[src/bsdec_pkg.sv]
// Package for the base32 stream decoder: word types, the job format
// passed from the front part to the back part, and the alphabet lookup.
// No dependencies.
package bsdec_pkg;

    // Fixed sizes of the decoding scheme.
    localparam int SYM_WIDTH       = 5;
    localparam int SYMS_PER_GROUP  = 8;
    localparam int BYTES_PER_GROUP = 5;
    localparam int GROUP_WIDTH     = SYM_WIDTH * SYMS_PER_GROUP;   // 40
    localparam int HOLD_WIDTH      = GROUP_WIDTH - SYM_WIDTH;      // 35
    localparam int COUNT_WIDTH     = 3;
    localparam int NBYTE_WIDTH     = 3;
    localparam int TOTAL_OUT_WIDTH = 16;

    // Default width of the saturating byte total.
    localparam int TOTAL_WIDTH_DEFAULT = 16;

    // Depth of the job queue between the front and back parts.
    localparam int QUEUE_DEPTH = 4;

    // Characters of the alphabet.
    localparam logic [7:0] CHAR_UPPER_A = 8'h41;
    localparam logic [7:0] CHAR_UPPER_Z = 8'h5a;
    localparam logic [7:0] CHAR_DIGIT_2 = 8'h32;
    localparam logic [7:0] CHAR_DIGIT_7 = 8'h37;
    localparam logic [SYM_WIDTH-1:0] DIGIT_BASE = 5'd26;

    // Input word.
    typedef struct packed {
        logic [7:0] in_char;
        logic       char_present;
        logic       end_of_source;
    } t_in_word;

    // Output word.
    typedef struct packed {
        logic [7:0]                 out_byte;
        logic                       byte_valid;
        logic                       run_last;
        logic                       message_end;
        logic [TOTAL_OUT_WIDTH-1:0] total_bytes;
    } t_out_word;

    // One job: up to five bytes, most significant first, and an end mark.
    // A job with no bytes is only queued at end of source.
    typedef struct packed {
        logic [GROUP_WIDTH-1:0] data;
        logic [NBYTE_WIDTH-1:0] nbytes;
        logic                   eos;
    } t_job;

    // Result of the alphabet lookup.
    typedef struct packed {
        logic                 ok;
        logic [SYM_WIDTH-1:0] val;
    } t_sym;

    // Map a character through the standard alphabet.
    function automatic t_sym sym_decode(input logic [7:0] c);
        t_sym s;
        s.ok  = 1'b0;
        s.val = '0;
        if (c >= CHAR_UPPER_A && c <= CHAR_UPPER_Z) begin
            s.ok  = 1'b1;
            s.val = SYM_WIDTH'(c - CHAR_UPPER_A);
        end else if (c >= CHAR_DIGIT_2 && c <= CHAR_DIGIT_7) begin
            s.ok  = 1'b1;
            s.val = SYM_WIDTH'(c - CHAR_DIGIT_2) + DIGIT_BASE;
        end
        return s;
    endfunction

    // Left-align a partial group of cnt symbols in a zero-filled group.
    function automatic logic [GROUP_WIDTH-1:0] flush_align(
        input logic [HOLD_WIDTH-1:0]  g,
        input logic [COUNT_WIDTH-1:0] cnt
    );
        logic [GROUP_WIDTH-1:0] r;
        case (cnt)
            3'd1:    r = {g[4:0],  35'b0};
            3'd2:    r = {g[9:0],  30'b0};
            3'd3:    r = {g[14:0], 25'b0};
            3'd4:    r = {g[19:0], 20'b0};
            3'd5:    r = {g[24:0], 15'b0};
            3'd6:    r = {g[29:0], 10'b0};
            3'd7:    r = {g[34:0], 5'b0};
            default: r = '0;
        endcase
        return r;
    endfunction

    // Whole bytes held in a partial group: floor(cnt * 5 / 8).
    function automatic logic [NBYTE_WIDTH-1:0] flush_bytes(
        input logic [COUNT_WIDTH-1:0] cnt
    );
        logic [NBYTE_WIDTH-1:0] n;
        case (cnt)
            3'd2, 3'd3: n = 3'd1;
            3'd4:       n = 3'd2;
            3'd5, 3'd6: n = 3'd3;
            3'd7:       n = 3'd4;
            default:    n = 3'd0;
        endcase
        return n;
    endfunction

endpackage

[src/bsdec_front.sv]
// Front part of the base32 stream decoder: accepts characters, collects
// symbols, tracks the stop condition and queues byte jobs.
// Depends on bsdec_pkg.
module bsdec_front (
    input  logic              i_clk,
    input  logic              i_rst_n,
    input  logic              i_in_valid,
    output logic              o_in_stall,
    input  bsdec_pkg::t_in_word i_in_word,
    output logic              o_push,
    output bsdec_pkg::t_job   o_job,
    input  logic              i_full
);
    import bsdec_pkg::*;

    logic [HOLD_WIDTH-1:0]  r_group, n_group;
    logic [COUNT_WIDTH-1:0] r_count, n_count;
    logic                   r_stopped, n_stopped;
    logic                   accept;
    logic                   consume;
    logic                   take;
    logic                   group_done;
    logic                   push;
    logic [GROUP_WIDTH-1:0] wide_group;
    t_sym                   sym;
    t_job                   job;

    // A word is taken whenever the queue has room.
    assign o_in_stall = i_full;
    assign accept     = i_in_valid && !i_full;

    // Classify the character and work out the next collector state.
    always_comb begin
        sym        = sym_decode(i_in_word.in_char);
        consume    = i_in_word.char_present && !r_stopped;
        take       = consume && sym.ok;
        wide_group = {r_group, sym.val};
        group_done = take && (r_count == COUNT_WIDTH'(SYMS_PER_GROUP - 1));
        n_group    = r_group;
        n_count    = r_count;
        n_stopped  = r_stopped;
        push       = 1'b0;
        job        = '0;

        if (take) begin
            if (group_done) begin
                push       = 1'b1;
                job.data   = wide_group;
                job.nbytes = NBYTE_WIDTH'(BYTES_PER_GROUP);
                n_group    = '0;
                n_count    = '0;
            end else begin
                n_group = wide_group[HOLD_WIDTH-1:0];
                n_count = r_count + 1'b1;
            end
        end else if (consume) begin
            n_stopped = 1'b1;
        end

        // End of source: flush the remainder, or mark the full group as last.
        if (i_in_word.end_of_source) begin
            push    = 1'b1;
            job.eos = 1'b1;
            if (!group_done) begin
                job.data   = flush_align(n_group, n_count);
                job.nbytes = flush_bytes(n_count);
            end
            n_group   = '0;
            n_count   = '0;
            n_stopped = 1'b0;
        end
    end

    assign o_push = accept && push;
    assign o_job  = job;

    // Collector registers.
    always_ff @(posedge i_clk) begin
        if (!i_rst_n) begin
            r_group   <= '0;
            r_count   <= '0;
            r_stopped <= 1'b0;
        end else if (accept) begin
            r_group   <= n_group;
            r_count   <= n_count;
            r_stopped <= n_stopped;
        end
    end

endmodule

[src/bsdec_queue.sv]
// Short job queue between the front and back parts of the decoder.
// Depends on bsdec_pkg.
module bsdec_queue (
    input  logic            i_clk,
    input  logic            i_rst_n,
    input  logic            i_push,
    input  bsdec_pkg::t_job i_job,
    output logic            o_full,
    output logic            o_valid,
    output bsdec_pkg::t_job o_job,
    input  logic            i_pop
);
    import bsdec_pkg::*;

    localparam int QAW = $clog2(QUEUE_DEPTH);

    t_job           r_mem [QUEUE_DEPTH];
    logic [QAW-1:0] r_wptr;
    logic [QAW-1:0] r_rptr;
    logic [QAW:0]   r_cnt;
    logic           do_push;
    logic           do_pop;

    assign o_full  = (r_cnt == (QAW+1)'(QUEUE_DEPTH));
    assign o_valid = (r_cnt != '0);
    assign o_job   = r_mem[r_rptr];
    assign do_push = i_push && !o_full;
    assign do_pop  = i_pop && o_valid;

    // Storage; entries need no reset.
    always_ff @(posedge i_clk) begin
        if (do_push) begin
            r_mem[r_wptr] <= i_job;
        end
    end

    // Pointers and fill count.
    always_ff @(posedge i_clk) begin
        if (!i_rst_n) begin
            r_wptr <= '0;
            r_rptr <= '0;
            r_cnt  <= '0;
        end else begin
            if (do_push) begin
                r_wptr <= r_wptr + 1'b1;
            end
            if (do_pop) begin
                r_rptr <= r_rptr + 1'b1;
            end
            if (do_push && !do_pop) begin
                r_cnt <= r_cnt + 1'b1;
            end else if (do_pop && !do_push) begin
                r_cnt <= r_cnt - 1'b1;
            end
        end
    end

endmodule

[src/bsdec_back.sv]
// Back part of the base32 stream decoder: unpacks queued jobs into one output
// word per byte, or a bare word if none, and keeps the saturating byte total.
// Depends on bsdec_pkg.
module bsdec_back #(
    parameter int TOTAL_WIDTH = bsdec_pkg::TOTAL_WIDTH_DEFAULT
) (
    input  logic                i_clk,
    input  logic                i_rst_n,
    input  logic                i_job_valid,
    input  bsdec_pkg::t_job     i_job,
    output logic                o_pop,
    output logic                o_out_valid,
    input  logic                i_out_stall,
    output bsdec_pkg::t_out_word o_out_word
);
    import bsdec_pkg::*;

    logic                   r_busy;
    logic [GROUP_WIDTH-1:0] r_data;
    logic [NBYTE_WIDTH-1:0] r_left;
    logic                   r_eos;
    logic [TOTAL_WIDTH-1:0] r_total, n_total;
    logic                   r_out_valid;
    t_out_word              r_out, n_out;
    logic                   adv;
    logic                   bare;
    logic                   last;
    logic                   fin;

    // One byte leaves per cycle while the output register can take it.
    assign adv  = r_busy && (!r_out_valid || !i_out_stall);
    assign bare = (r_left == '0);
    assign last = (r_left <= NBYTE_WIDTH'(1));
    assign fin  = adv && last;
    assign o_pop = i_job_valid && (!r_busy || fin);

    // Build the next output word and the updated total.
    always_comb begin
        n_total = r_total;
        if (!bare && (r_total != {TOTAL_WIDTH{1'b1}})) begin
            n_total = r_total + 1'b1;
        end
        n_out.out_byte    = bare ? 8'd0 : r_data[GROUP_WIDTH-1 -: 8];
        n_out.byte_valid  = !bare;
        n_out.run_last    = last;
        n_out.message_end = r_eos && last;
        n_out.total_bytes = TOTAL_OUT_WIDTH'(n_total);
    end

    // Current job.
    always_ff @(posedge i_clk) begin
        if (!i_rst_n) begin
            r_busy <= 1'b0;
            r_left <= '0;
            r_eos  <= 1'b0;
        end else if (o_pop) begin
            r_busy <= 1'b1;
            r_left <= i_job.nbytes;
            r_eos  <= i_job.eos;
        end else if (fin) begin
            r_busy <= 1'b0;
        end else if (adv) begin
            r_left <= r_left - 1'b1;
        end
    end

    // Byte shifter of the current job.
    always_ff @(posedge i_clk) begin
        if (o_pop) begin
            r_data <= i_job.data;
        end else if (adv) begin
            r_data <= r_data << 8;
        end
    end

    // Byte total, cleared after the end of each message.
    always_ff @(posedge i_clk) begin
        if (!i_rst_n) begin
            r_total <= '0;
        end else if (adv) begin
            r_total <= n_out.message_end ? '0 : n_total;
        end
    end

    // Output register.
    always_ff @(posedge i_clk) begin
        if (!i_rst_n) begin
            r_out_valid <= 1'b0;
        end else if (adv) begin
            r_out_valid <= 1'b1;
        end else if (!i_out_stall) begin
            r_out_valid <= 1'b0;
        end
    end

    always_ff @(posedge i_clk) begin
        if (adv) begin
            r_out <= n_out;
        end
    end

    assign o_out_valid = r_out_valid;
    assign o_out_word  = r_out;

endmodule

[src/base32_stream_decoder.sv]
// Top level of the base32 stream decoder: front part, job queue, back part.
// Depends on bsdec_pkg, bsdec_front, bsdec_queue and bsdec_back.
//
//   Channel   Valid        Stall        Word
//   input     i_in_valid   o_in_stall   i_in_word  (character, present, end)
//   output    o_out_valid  i_out_stall  o_out_word (byte, flags, total)
//
// The front part takes one character word per cycle while the four-entry
// job queue has room. Eight symbols or an end of source make one job.
// The back part sends one output word per cycle, up to five per job, while
// the output is not stalled, and pops the next job with the last word of the
// current one. Output words leave through the back part's output register.
// Reset is synchronous and active low; it clears all control state.
module base32_stream_decoder #(
    parameter int TOTAL_WIDTH = bsdec_pkg::TOTAL_WIDTH_DEFAULT
) (
    input  logic                 i_clk,
    input  logic                 i_rst_n,
    input  logic                 i_in_valid,
    output logic                 o_in_stall,
    input  bsdec_pkg::t_in_word  i_in_word,
    output logic                 o_out_valid,
    input  logic                 i_out_stall,
    output bsdec_pkg::t_out_word o_out_word
);
    import bsdec_pkg::*;

    logic q_push;
    logic q_full;
    logic q_valid;
    logic q_pop;
    t_job front_job;
    t_job back_job;

    // Character intake and symbol collection.
    bsdec_front u_front (
        .i_clk      (i_clk),
        .i_rst_n    (i_rst_n),
        .i_in_valid (i_in_valid),
        .o_in_stall (o_in_stall),
        .i_in_word  (i_in_word),
        .o_push     (q_push),
        .o_job      (front_job),
        .i_full     (q_full)
    );

    // Job queue.
    bsdec_queue u_queue (
        .i_clk   (i_clk),
        .i_rst_n (i_rst_n),
        .i_push  (q_push),
        .i_job   (front_job),
        .o_full  (q_full),
        .o_valid (q_valid),
        .o_job   (back_job),
        .i_pop   (q_pop)
    );

    // Byte output.
    bsdec_back #(
        .TOTAL_WIDTH (TOTAL_WIDTH)
    ) u_back (
        .i_clk       (i_clk),
        .i_rst_n     (i_rst_n),
        .i_job_valid (q_valid),
        .i_job       (back_job),
        .o_pop       (q_pop),
        .o_out_valid (o_out_valid),
        .i_out_stall (i_out_stall),
        .o_out_word  (o_out_word)
    );

endmodule

[config.mk]
export PLATFORM = sky130hd
export DESIGN_NAME = base32_stream_decoder
export DESIGN_NICKNAME = d
export VERILOG_FILES = /design/src/bsdec_pkg.sv /design/src/bsdec_front.sv /design/src/bsdec_queue.sv /design/src/bsdec_back.sv /design/src/base32_stream_decoder.sv
export SDC_FILE = /design/constraint.sdc
export NUM_CORES = 1
export LEC_CHECK = 0
export BUFFER_PORTS_ARGS = -buffer_cell sky130_fd_sc_hd__buf_2
export CAP_MARGIN = 20
export CORE_ASPECT_RATIO = 1.25
export CORE_MARGIN = 4
export CORE_UTILIZATION = 56
export CTS_CLUSTER_DIAMETER = 100
export DETAILED_ROUTE_END_ITERATION = 6
export PLACE_DENSITY = 0.82
export SLEW_MARGIN = 20
export SYNTH_ARGS = -nofsm -noshare
export SYNTH_HDL_FRONTEND = slang
export SYNTH_SLANG_ARGS = --single-unit
[constraint.sdc]
create_clock -name i_clk -period 3.88 [get_ports i_clk]
set_clock_uncertainty 0.1 [all_clocks]
set_input_delay 0.776 -clock i_clk [delete_from_list [all_inputs] [get_ports i_clk]]
set_output_delay 0.776 -clock i_clk [all_outputs]
set_load 0.005 [all_outputs]
==> results of run 1 <==
layout make-up:
cell class / count / share of cell area, %
clock buffers: 37 / 4.87
clock inverters: 17 / 1.19
inverters: 15 / 0.349
multi-input cells: 725 / 30.7
flip-flops and latches: 313 / 54.0
well taps: 330 / 2.56
repair buffers: 136 / 6.38
flip-flops by register name (all words and copies together) (netlist names), 2 cells and up, named ones only:
register	flops
u_back.r_left	3
u_queue.r_rptr	2
u_back.r_total	16
u_front.r_group	35
u_queue.r_wptr	2
u_queue.r_mem	176
u_back.o_out_word	27
u_front.r_count	3
u_back.r_data	40
u_queue.r_cnt	3
placed cells by master (no fill, tap or decap), types with 5 or more instances in the layout:
cell type,n
a21oi_1,43
and3_1,7
inv_1,13
mux4_2,44
ha_1,15
nor3_1,17
buf_12,9
o22ai_1,29
a22o_1,18
a211oi_1,9
a22oi_1,45
nand2_1,177
o21ai_1,8
a31oi_1,7
nor2_1,115
dfxtp_1,68
a32oi_1,5
buf_2,42
a221oi_1,6
clkbuf_16,29
mux2i_1,10
edfxtp_1,243
nand3_1,14
o21ai_0,33
or3_1,5
xor2_1,9
clkbuf_1,5
buf_4,85
xnor2_1,14
and2_1,20
clkinv_2,10
mux2_2,6
power groups by stage:
stage | registers (W) | clock network [W] | logic [W]
floorplan | 0.00445 | 0 | 0.00141
global placement | 0.00449 | 0 | 0.00200
detailed placement | 0.00451 | 0 | 0.00207
CTS | 0.00445 | 0.00292 | 0.00208
global route | 0.00448 | 0.00307 | 0.00227
finish | 0.00445 | 0.00288 | 0.00206
worst max-delay path, stage by stage, from the launching register on:
cell     delay [ns]
dfxtp_1        0.36
ha_1           0.22
ha_1           0.21
or3b_2         0.48
nor4_1         0.40
a31o_2         0.23
mux2_2         0.19
buf_4          0.17
nand2_1        0.08
nor2_1         0.24
nand2_1        0.20
buf_4          0.22
o21ai_0        0.37
buf_4          0.21
worst max path at each step:
| stage | startpoint | endpoint | cells past startpoint |
|---|---|---|---|
| floorplan | i_in_word[2] | u_queue.r_cnt[2] | 16 |
| CTS | u_front.r_count[1] | u_queue.r_mem[0][23] | 13 |
| global placement | i_in_word[2] | u_queue.r_mem[1][12] | 14 |
| finish | u_front.r_count[1] | u_queue.r_mem[0][12] | 13 |
| detailed placement | i_in_word[2] | u_queue.r_mem[0][11] | 14 |
| global route | u_front.r_count[1] | u_queue.r_mem[0][32] | 11 |
per-layer routing:
metal / global-route usage (%) / part of all wire, % / vias up
li1: - / - / 4419
met1: 33.4 / 39 / 4759
met2: 45.8 / 52 / 449
met3: 2.39 / 6.5 / 89
met4: 7.25 / 2.8 / 0
met5: 0 / 0 / -
through the flow:
step / area (um2) / total power [W] / worst slack (ns)
floorplan: 14000 / 0.00586 / 0.0343
global placement: 15100 / 0.00649 / -0.0179
detailed placement: 15100 / 0.00658 / -0.0577
CTS: 16100 / 0.00944 / 0.203
global route: 16100 / 0.00982 / 0.00772
finish: 16100 / 0.00939 / 0.0795
kinds of logic after synthesis:
group           count (synthesis)  synth area share, %
fa+ha+maj                      16                 1.48
flops                         313                 62.2
compound gates                235                 11.5
buf+inv                        81                 2.57
xor+xnor                       23                 1.44
mux                            63                 8.71
simple gates                  388                 12.2
==> impl_metrics.xml, run 1 <==
<?xml version="1.0" encoding="UTF-8"?>
<metrics>
  <group name="finish">
    <metric name="drive_above_1_share" unit="%">21.1</metric>
    <metric name="area_delta_synth_final" unit="%">15.2</metric>
    <metric name="final_core_utilization" unit="%">65.6</metric>
    <metric name="finalNetCount" unit="">1250</metric>
    <metric name="insertedDiodeCount" unit="">0</metric>
    <metric name="fillerInstances" unit="">1780</metric>
    <metric name="stdcell_count" unit="">1573</metric>
    <metric name="sequential_cell_area" unit="um2">8700</metric>
    <metric name="multi_input_comb_area" unit="um2">4950</metric>
  </group>
  <group name="routing">
    <metric name="ant_nets" unit="">0</metric>
    <metric name="post_drt_wl_per_cell" unit="um">22.2</metric>
    <metric name="drt_pre_antenna_iters" unit="">5</metric>
    <metric name="vias_per_cell" unit="">6.18</metric>
    <metric name="post-route-drc-count" unit="">0</metric>
    <metric name="vias" unit="">9716</metric>
    <metric name="drt_first_iter_violations" unit="">1186</metric>
    <metric name="route.final.wire_length" unit="mm">35.0</metric>
  </group>
  <group name="sta">
    <metric name="slew_headroom" unit="%">27.7</metric>
    <metric name="setup_viol_count_final" unit="">0</metric>
    <metric name="maxSlewViolCount" unit="">0</metric>
    <metric name="portion_of_the_clock_cycle_consumed_by_the_worst_path_in_the_final_layout" unit="%">98.0</metric>
    <metric name="final-hold-violation-count" unit="">0</metric>
    <metric name="tightest_hold_margin" unit="ns">0.378</metric>
    <metric name="worst_slew_pin_slew" unit="ns">1.08</metric>
    <metric name="fin_tns_setup" unit="ns">0</metric>
    <metric name="max_clock_freq" unit="GHz">0.263</metric>
    <metric name="rsz_0062_raised_after_global_routing" unit="">no</metric>
    <metric name="period_minus_slack" unit="ns">3.80</metric>
  </group>
  <group name="synthesis">
    <metric name="synthFlopType" unit="">edfxtp_1</metric>
    <metric name="mappedNetlistArea" unit="um2">14000</metric>
    <metric name="average_cell_area_after_synthesis" unit="um2">12.5</metric>
    <metric name="synth_seq_area_share" unit="%">62.2</metric>
    <metric name="synth_top_cell_by_area" unit="">edfxtp_1</metric>
    <metric name="yosysMostFrequentCell" unit="">edfxtp_1</metric>
    <metric name="yosysUniqueCellTypes" unit="">71</metric>
    <metric name="ys_ff_latch" unit="">313</metric>
    <metric name="post_synth_most_frequent_cells" unit="">edfxtp_1, nand2_1, nor2_1</metric>
    <metric name="postSynth.asyncResetShare" unit="%">0</metric>
    <metric name="count_of_flip_flops_with_a_built_in_enable_after_synthesis" unit="">243</metric>
    <metric name="net_count_synth" unit="">1149</metric>
    <metric name="synth_top_area_share" unit="%">52.1</metric>
    <metric name="post_synth_inst_count" unit="">1119</metric>
    <metric name="synth.area.top_cells" unit="">edfxtp_1, dfxtp_1, mux4_2</metric>
    <metric name="yosys_warning_count" unit="">0</metric>
  </group>
  <group name="clocking">
    <metric name="clock-root-buffer" unit="">clkbuf_16</metric>
    <metric name="clock_tree.htree_level_count" unit="">1</metric>
    <metric name="ctsHoldBuffers" unit="">0</metric>
    <metric name="post_cts_resize_count" unit="">0</metric>
    <metric name="tritoncts" unit="">done</metric>
    <metric name="worstSkewPairLatency" unit="ns">0.55</metric>
    <metric name="cts.sink_count" unit="">313</metric>
    <metric name="cts.path.max_buffers" unit="">3</metric>
    <metric name="cts_setup_buffers" unit="">0</metric>
    <metric name="tritoncts.num_buffers" unit="">29</metric>
    <metric name="path_clk_slew" unit="ns">0.06</metric>
  </group>
  <group name="worst_setup_path">
    <metric name="start_kind" unit="">flip-flop</metric>
    <metric name="worst_ep_required_time" unit="ns">4.19</metric>
    <metric name="timing.rr.start" unit="">u_front.r_count[1]</metric>
    <metric name="critPathKind" unit="">reg2reg</metric>
    <metric name="timing.critical_path.arrival" unit="ns">4.11</metric>
    <metric name="maximum_fanout_encountered_on_the_critical_timing_path" unit="">8</metric>
    <metric name="ff2ff_setup_slack" unit="ns">0.08</metric>
    <metric name="worst-r2r-cell-count" unit="">13</metric>
    <metric name="critical_path.endpoint_type" unit="">flip-flop</metric>
    <metric name="endpoint_of_the_most_critical_register_to_register_path" unit="">u_queue.r_mem[0][12]</metric>
  </group>
  <group name="power_and_ir_drop">
    <metric name="intPower" unit="W">0.00672</metric>
    <metric name="power.share.sequential" unit="%">47.4</metric>
    <metric name="clock_power_share" unit="%">30.7</metric>
    <metric name="switching_share" unit="%">28.4</metric>
    <metric name="p_switching" unit="W">0.00266</metric>
    <metric name="power_leakage" unit="nW">5.73</metric>
    <metric name="power_density_relative_to_cell_area" unit="nW/um2">582</metric>
    <metric name="irDropWorstVdd" unit="V">0.000326</metric>
    <metric name="comb_power_share" unit="%">22.0</metric>
  </group>
  <group name="floorplanning">
    <metric name="rows" unit="">64</metric>
    <metric name="dieWidth" unit="um">149</metric>
    <metric name="pin_count" unit="">43</metric>
    <metric name="die_h" unit="um">185</metric>
    <metric name="die-area" unit="um2">27600</metric>
    <metric name="core_area" unit="um2">24600</metric>
    <metric name="start_util" unit="%">56.9</metric>
  </group>
  <group name="status">
    <metric name="outcome" unit="">finished, final reports clean</metric>
  </group>
  <group name="place">
    <metric name="finalWeightedCongestion" unit="">0.986</metric>
    <metric name="dp_hpwl" unit="mm">23.1</metric>
    <metric name="numPlacedInstances" unit="">1519</metric>
    <metric name="port-buffer-count" unit="">42</metric>
  </group>
  <group name="flow_run">
    <metric name="max_cap_violations" unit="">0</metric>
  </group>
  <group name="grt">
    <metric name="grt_pass1_wl" unit="mm">54.9</metric>
    <metric name="first_global_vias" unit="">9579</metric>
    <metric name="grt_remaining_overflow" unit="">0</metric>
    <metric name="grt_max_degree" unit="">45</metric>
    <metric name="antenna_found_initial" unit="">0</metric>
    <metric name="grt_use_total" unit="%">25.5</metric>
  </group>
  <group name="min_path">
    <metric name="min_from" unit="">u_back.r_eos</metric>
    <metric name="hold_end" unit="">u_back.r_eos</metric>
    <metric name="holdCritPathClass" unit="">reg2reg</metric>
    <metric name="number_of_stages_on_the_worst_hold_path" unit="">2</metric>
  </group>
</metrics>
(Power assumes the default switching activity.)
==> run 2: changes to the inputs <==
ABC_CLOCK_PERIOD_IN_PS = 3650   (was not set)
HOLD_SLACK_MARGIN = 0.1   (was not set)
PLACE_DENSITY = 0.79   (was 0.82)
clock period = 3.65 ns   (was 3.88 ns; I/O delays follow)
==> run 2 against run 1 <==
Via count up 1.5%. Maximum frequency up 12%. Global-route usage up 0.45 points. Worst setup slack better by 0.18 ns. Final area up 3.0%. Largest power group unchanged. Highest routed layer unchanged.
==> impl_metrics.xml, run 2 (same netlist as run 1, synthesis figures left out) <==
<?xml version="1.0" encoding="UTF-8"?>
<metrics>
  <group name="finish">
    <metric name="most_frequent_standard_cell_in_the_layout_excluding_fill_and_tap_cells" unit="">edfxtp_1</metric>
    <metric name="layout_top_registers" unit="">u_queue.r_mem: 176 flops, u_back.r_data: 40 flops, u_front.r_group: 35 flops</metric>
    <metric name="sequential_cell_area" unit="um2">8700</metric>
    <metric name="area_delta_synth_final" unit="%">18.7</metric>
    <metric name="largest_reg_flops" unit="">176</metric>
    <metric name="fillerInstances" unit="">1792</metric>
    <metric name="multi_input_comb_area" unit="um2">4960</metric>
    <metric name="insertedDiodeCount" unit="">0</metric>
    <metric name="postLayoutCellArea" unit="um2">16600</metric>
    <metric name="drive_above_1_share" unit="%">24.9</metric>
    <metric name="finalNetCount" unit="">1315</metric>
    <metric name="mostFrequentLayoutCells" unit="">edfxtp_1, nand2_1, buf_4, nor2_1, dfxtp_1</metric>
    <metric name="stdcell_count" unit="">1638</metric>
    <metric name="largest_register" unit="">u_queue.r_mem</metric>
  </group>
  <group name="worst_setup_path">
    <metric name="endpoint_of_the_most_critical_register_to_register_path" unit="">u_queue.r_mem[3][32]</metric>
    <metric name="ff2ff_setup_slack" unit="ns">0.26</metric>
    <metric name="worst-r2r-cell-count" unit="">12</metric>
    <metric name="critPathKind" unit="">reg2reg</metric>
    <metric name="start_kind" unit="">flip-flop</metric>
    <metric name="maximum_fanout_encountered_on_the_critical_timing_path" unit="">18</metric>
    <metric name="worst_ep_required_time" unit="ns">3.85</metric>
    <metric name="timing.critical_path.arrival" unit="ns">3.59</metric>
    <metric name="critical_path.endpoint_type" unit="">flip-flop</metric>
    <metric name="timing.rr.start" unit="">u_front.r_count[1]</metric>
  </group>
  <group name="sta">
    <metric name="post-route-worst-setup-slack" unit="ns">0.263</metric>
    <metric name="tightest_hold_margin" unit="ns">0.336</metric>
    <metric name="max_clock_freq" unit="GHz">0.295</metric>
    <metric name="setup_viol_count_final" unit="">0</metric>
    <metric name="portion_of_the_clock_cycle_consumed_by_the_worst_path_in_the_final_layout" unit="%">92.8</metric>
    <metric name="slew_headroom" unit="%">25.4</metric>
    <metric name="rsz_0062_raised_after_global_routing" unit="">no</metric>
    <metric name="fin_tns_setup" unit="ns">0</metric>
    <metric name="worst_slew_pin_slew" unit="ns">1.12</metric>
    <metric name="maxSlewViolCount" unit="">0</metric>
    <metric name="final-hold-violation-count" unit="">0</metric>
    <metric name="period_minus_slack" unit="ns">3.39</metric>
  </group>
  <group name="clocking">
    <metric name="tritoncts.num_buffers" unit="">29</metric>
    <metric name="cts_setup_buffers" unit="">0</metric>
    <metric name="path_clk_slew" unit="ns">0.07</metric>
    <metric name="cts.sink_count" unit="">313</metric>
    <metric name="tritoncts" unit="">done</metric>
    <metric name="cts.path.max_buffers" unit="">3</metric>
    <metric name="worstSkewPairLatency" unit="ns">0.55</metric>
    <metric name="clock-root-buffer" unit="">clkbuf_16</metric>
    <metric name="clock_tree.htree_level_count" unit="">1</metric>
  </group>
  <group name="routing">
    <metric name="vias" unit="">9864</metric>
    <metric name="ant_nets" unit="">0</metric>
    <metric name="drt_pre_antenna_iters" unit="">6</metric>
    <metric name="post_drt_wl_per_cell" unit="um">21.7</metric>
    <metric name="post-route-drc-count" unit="">0</metric>
    <metric name="route.final.wire_length" unit="mm">35.5</metric>
    <metric name="vias_per_cell" unit="">6.02</metric>
    <metric name="drt_first_iter_violations" unit="">964</metric>
  </group>
  <group name="power_and_ir_drop">
    <metric name="irDropWorstVdd" unit="V">0.000400</metric>
    <metric name="power_density_relative_to_cell_area" unit="nW/um2">593</metric>
    <metric name="power_leakage" unit="nW">6.00</metric>
  </group>
  <group name="min_path">
    <metric name="min_from" unit="">i_out_stall</metric>
    <metric name="number_of_stages_on_the_worst_hold_path" unit="">3</metric>
    <metric name="holdCritPathClass" unit="">in2reg</metric>
    <metric name="hold_end" unit="">u_back.o_out_valid</metric>
  </group>
  <group name="floorplanning">
    <metric name="rows" unit="">64</metric>
    <metric name="core_area" unit="um2">24600</metric>
    <metric name="die-area" unit="um2">27600</metric>
    <metric name="start_util" unit="%">56.9</metric>
    <metric name="die_h" unit="um">185</metric>
    <metric name="pin_count" unit="">43</metric>
    <metric name="dieWidth" unit="um">149</metric>
  </group>
  <group name="grt">
    <metric name="grt_pass1_wl" unit="mm">55.4</metric>
    <metric name="grt_max_degree" unit="">51</metric>
    <metric name="antenna_found_initial" unit="">0</metric>
    <metric name="first_global_vias" unit="">9913</metric>
    <metric name="grt_use_total" unit="%">26.0</metric>
    <metric name="grt_remaining_overflow" unit="">0</metric>
  </group>
  <group name="place">
    <metric name="postPlaceCellArea" unit="um2">15700</metric>
    <metric name="port-buffer-count" unit="">42</metric>
    <metric name="numPlacedInstances" unit="">1584</metric>
    <metric name="detailedPlace.worstSlack" unit="ns">-0.169</metric>
    <metric name="dp_hpwl" unit="mm">24.1</metric>
    <metric name="finalWeightedCongestion" unit="">0.982</metric>
  </group>
  <group name="flow_run">
    <metric name="max_cap_violations" unit="">0</metric>
  </group>
  <group name="status">
    <metric name="outcome" unit="">finished, final reports clean</metric>
  </group>
</metrics>
## run 2: metrics by stage
| stage | total power (W) | util, % |
|---|---|---|
| 2_1_floorplan | 0.00623 | - |
| 3_3_place_gp | 0.00695 | 63.8 |
| 3_5_place_dp | 0.00701 | 63.8 |
| 4_1_cts | 0.00991 | 67.5 |
| 5_1_grt | 0.0103 | 67.6 |
| 6_report | 0.00984 | 67.6 |
## run 2: report_power, final
part	switching [W]	internal (W)
sequential	0.000200	0.00453
combinational	0.00136	0.000856
clock	0.00129	0.00161
## run 2: layer usage
metal | vias up | wire length, um | global-route usage, % | share of wire [%]
met2 | 433 | 18500 | 47.1 | 52
met1 | 4788 | 13400 | 31.9 | 38
met5 | - | 0 | 0 | 0
met3 | 103 | 2110 | 3.44 | 5.9
met4 | 0 | 1460 | 9.45 | 4.1
li1 | 4540 | - | - | -
## run 2: worst max-delay path by stage
stage                        from                   end  slack (ns)  cells past startpoint
2_1_floorplan        i_in_word[2]      u_queue.r_cnt[2]       0.007                     16
3_3_place_gp         i_in_word[2]  u_queue.r_mem[0][39]       -0.11                     13
3_5_place_dp         i_in_word[2]  u_queue.r_mem[1][39]       -0.17                     13
4_1_cts        u_front.r_count[1]  u_queue.r_mem[1][13]        0.17                     13
5_1_grt        u_front.r_count[1]  u_queue.r_mem[1][11]         0.1                     13
6_report       u_front.r_count[1]  u_queue.r_mem[3][32]        0.26                     12
## run 2: final cells by class
type | instances | share of cell area, %
flip-flops and latches | 313 | 52.4
inverters | 15 | 0.339
clock inverters | 21 | 1.09
repair buffers | 201 | 9.36
clock buffers | 33 | 4.46
well taps | 330 | 2.49
multi-input cells | 725 | 29.9
## run 2: repair_timing
| item | in CTS | in global routing |
|---|---|---|
| hold buffers | 0 | 0 |
| endpoints found under the setup margin | 0 | 24 |
| resized for setup | 0 | 2 |
## run 2: worst max-delay path: stages (launching register included)
cell and delay, ns:
dfxtp_1 0.36, ha_1 0.20, ha_1 0.19, or3b_2 0.50
nor4_2 0.20, a31o_2 0.19, buf_4 0.25, a22o_1 0.27
nor2_1 0.06, a211oi_1 0.23, a21oi_1 0.07, buf_4 0.14
o21ai_0 0.34
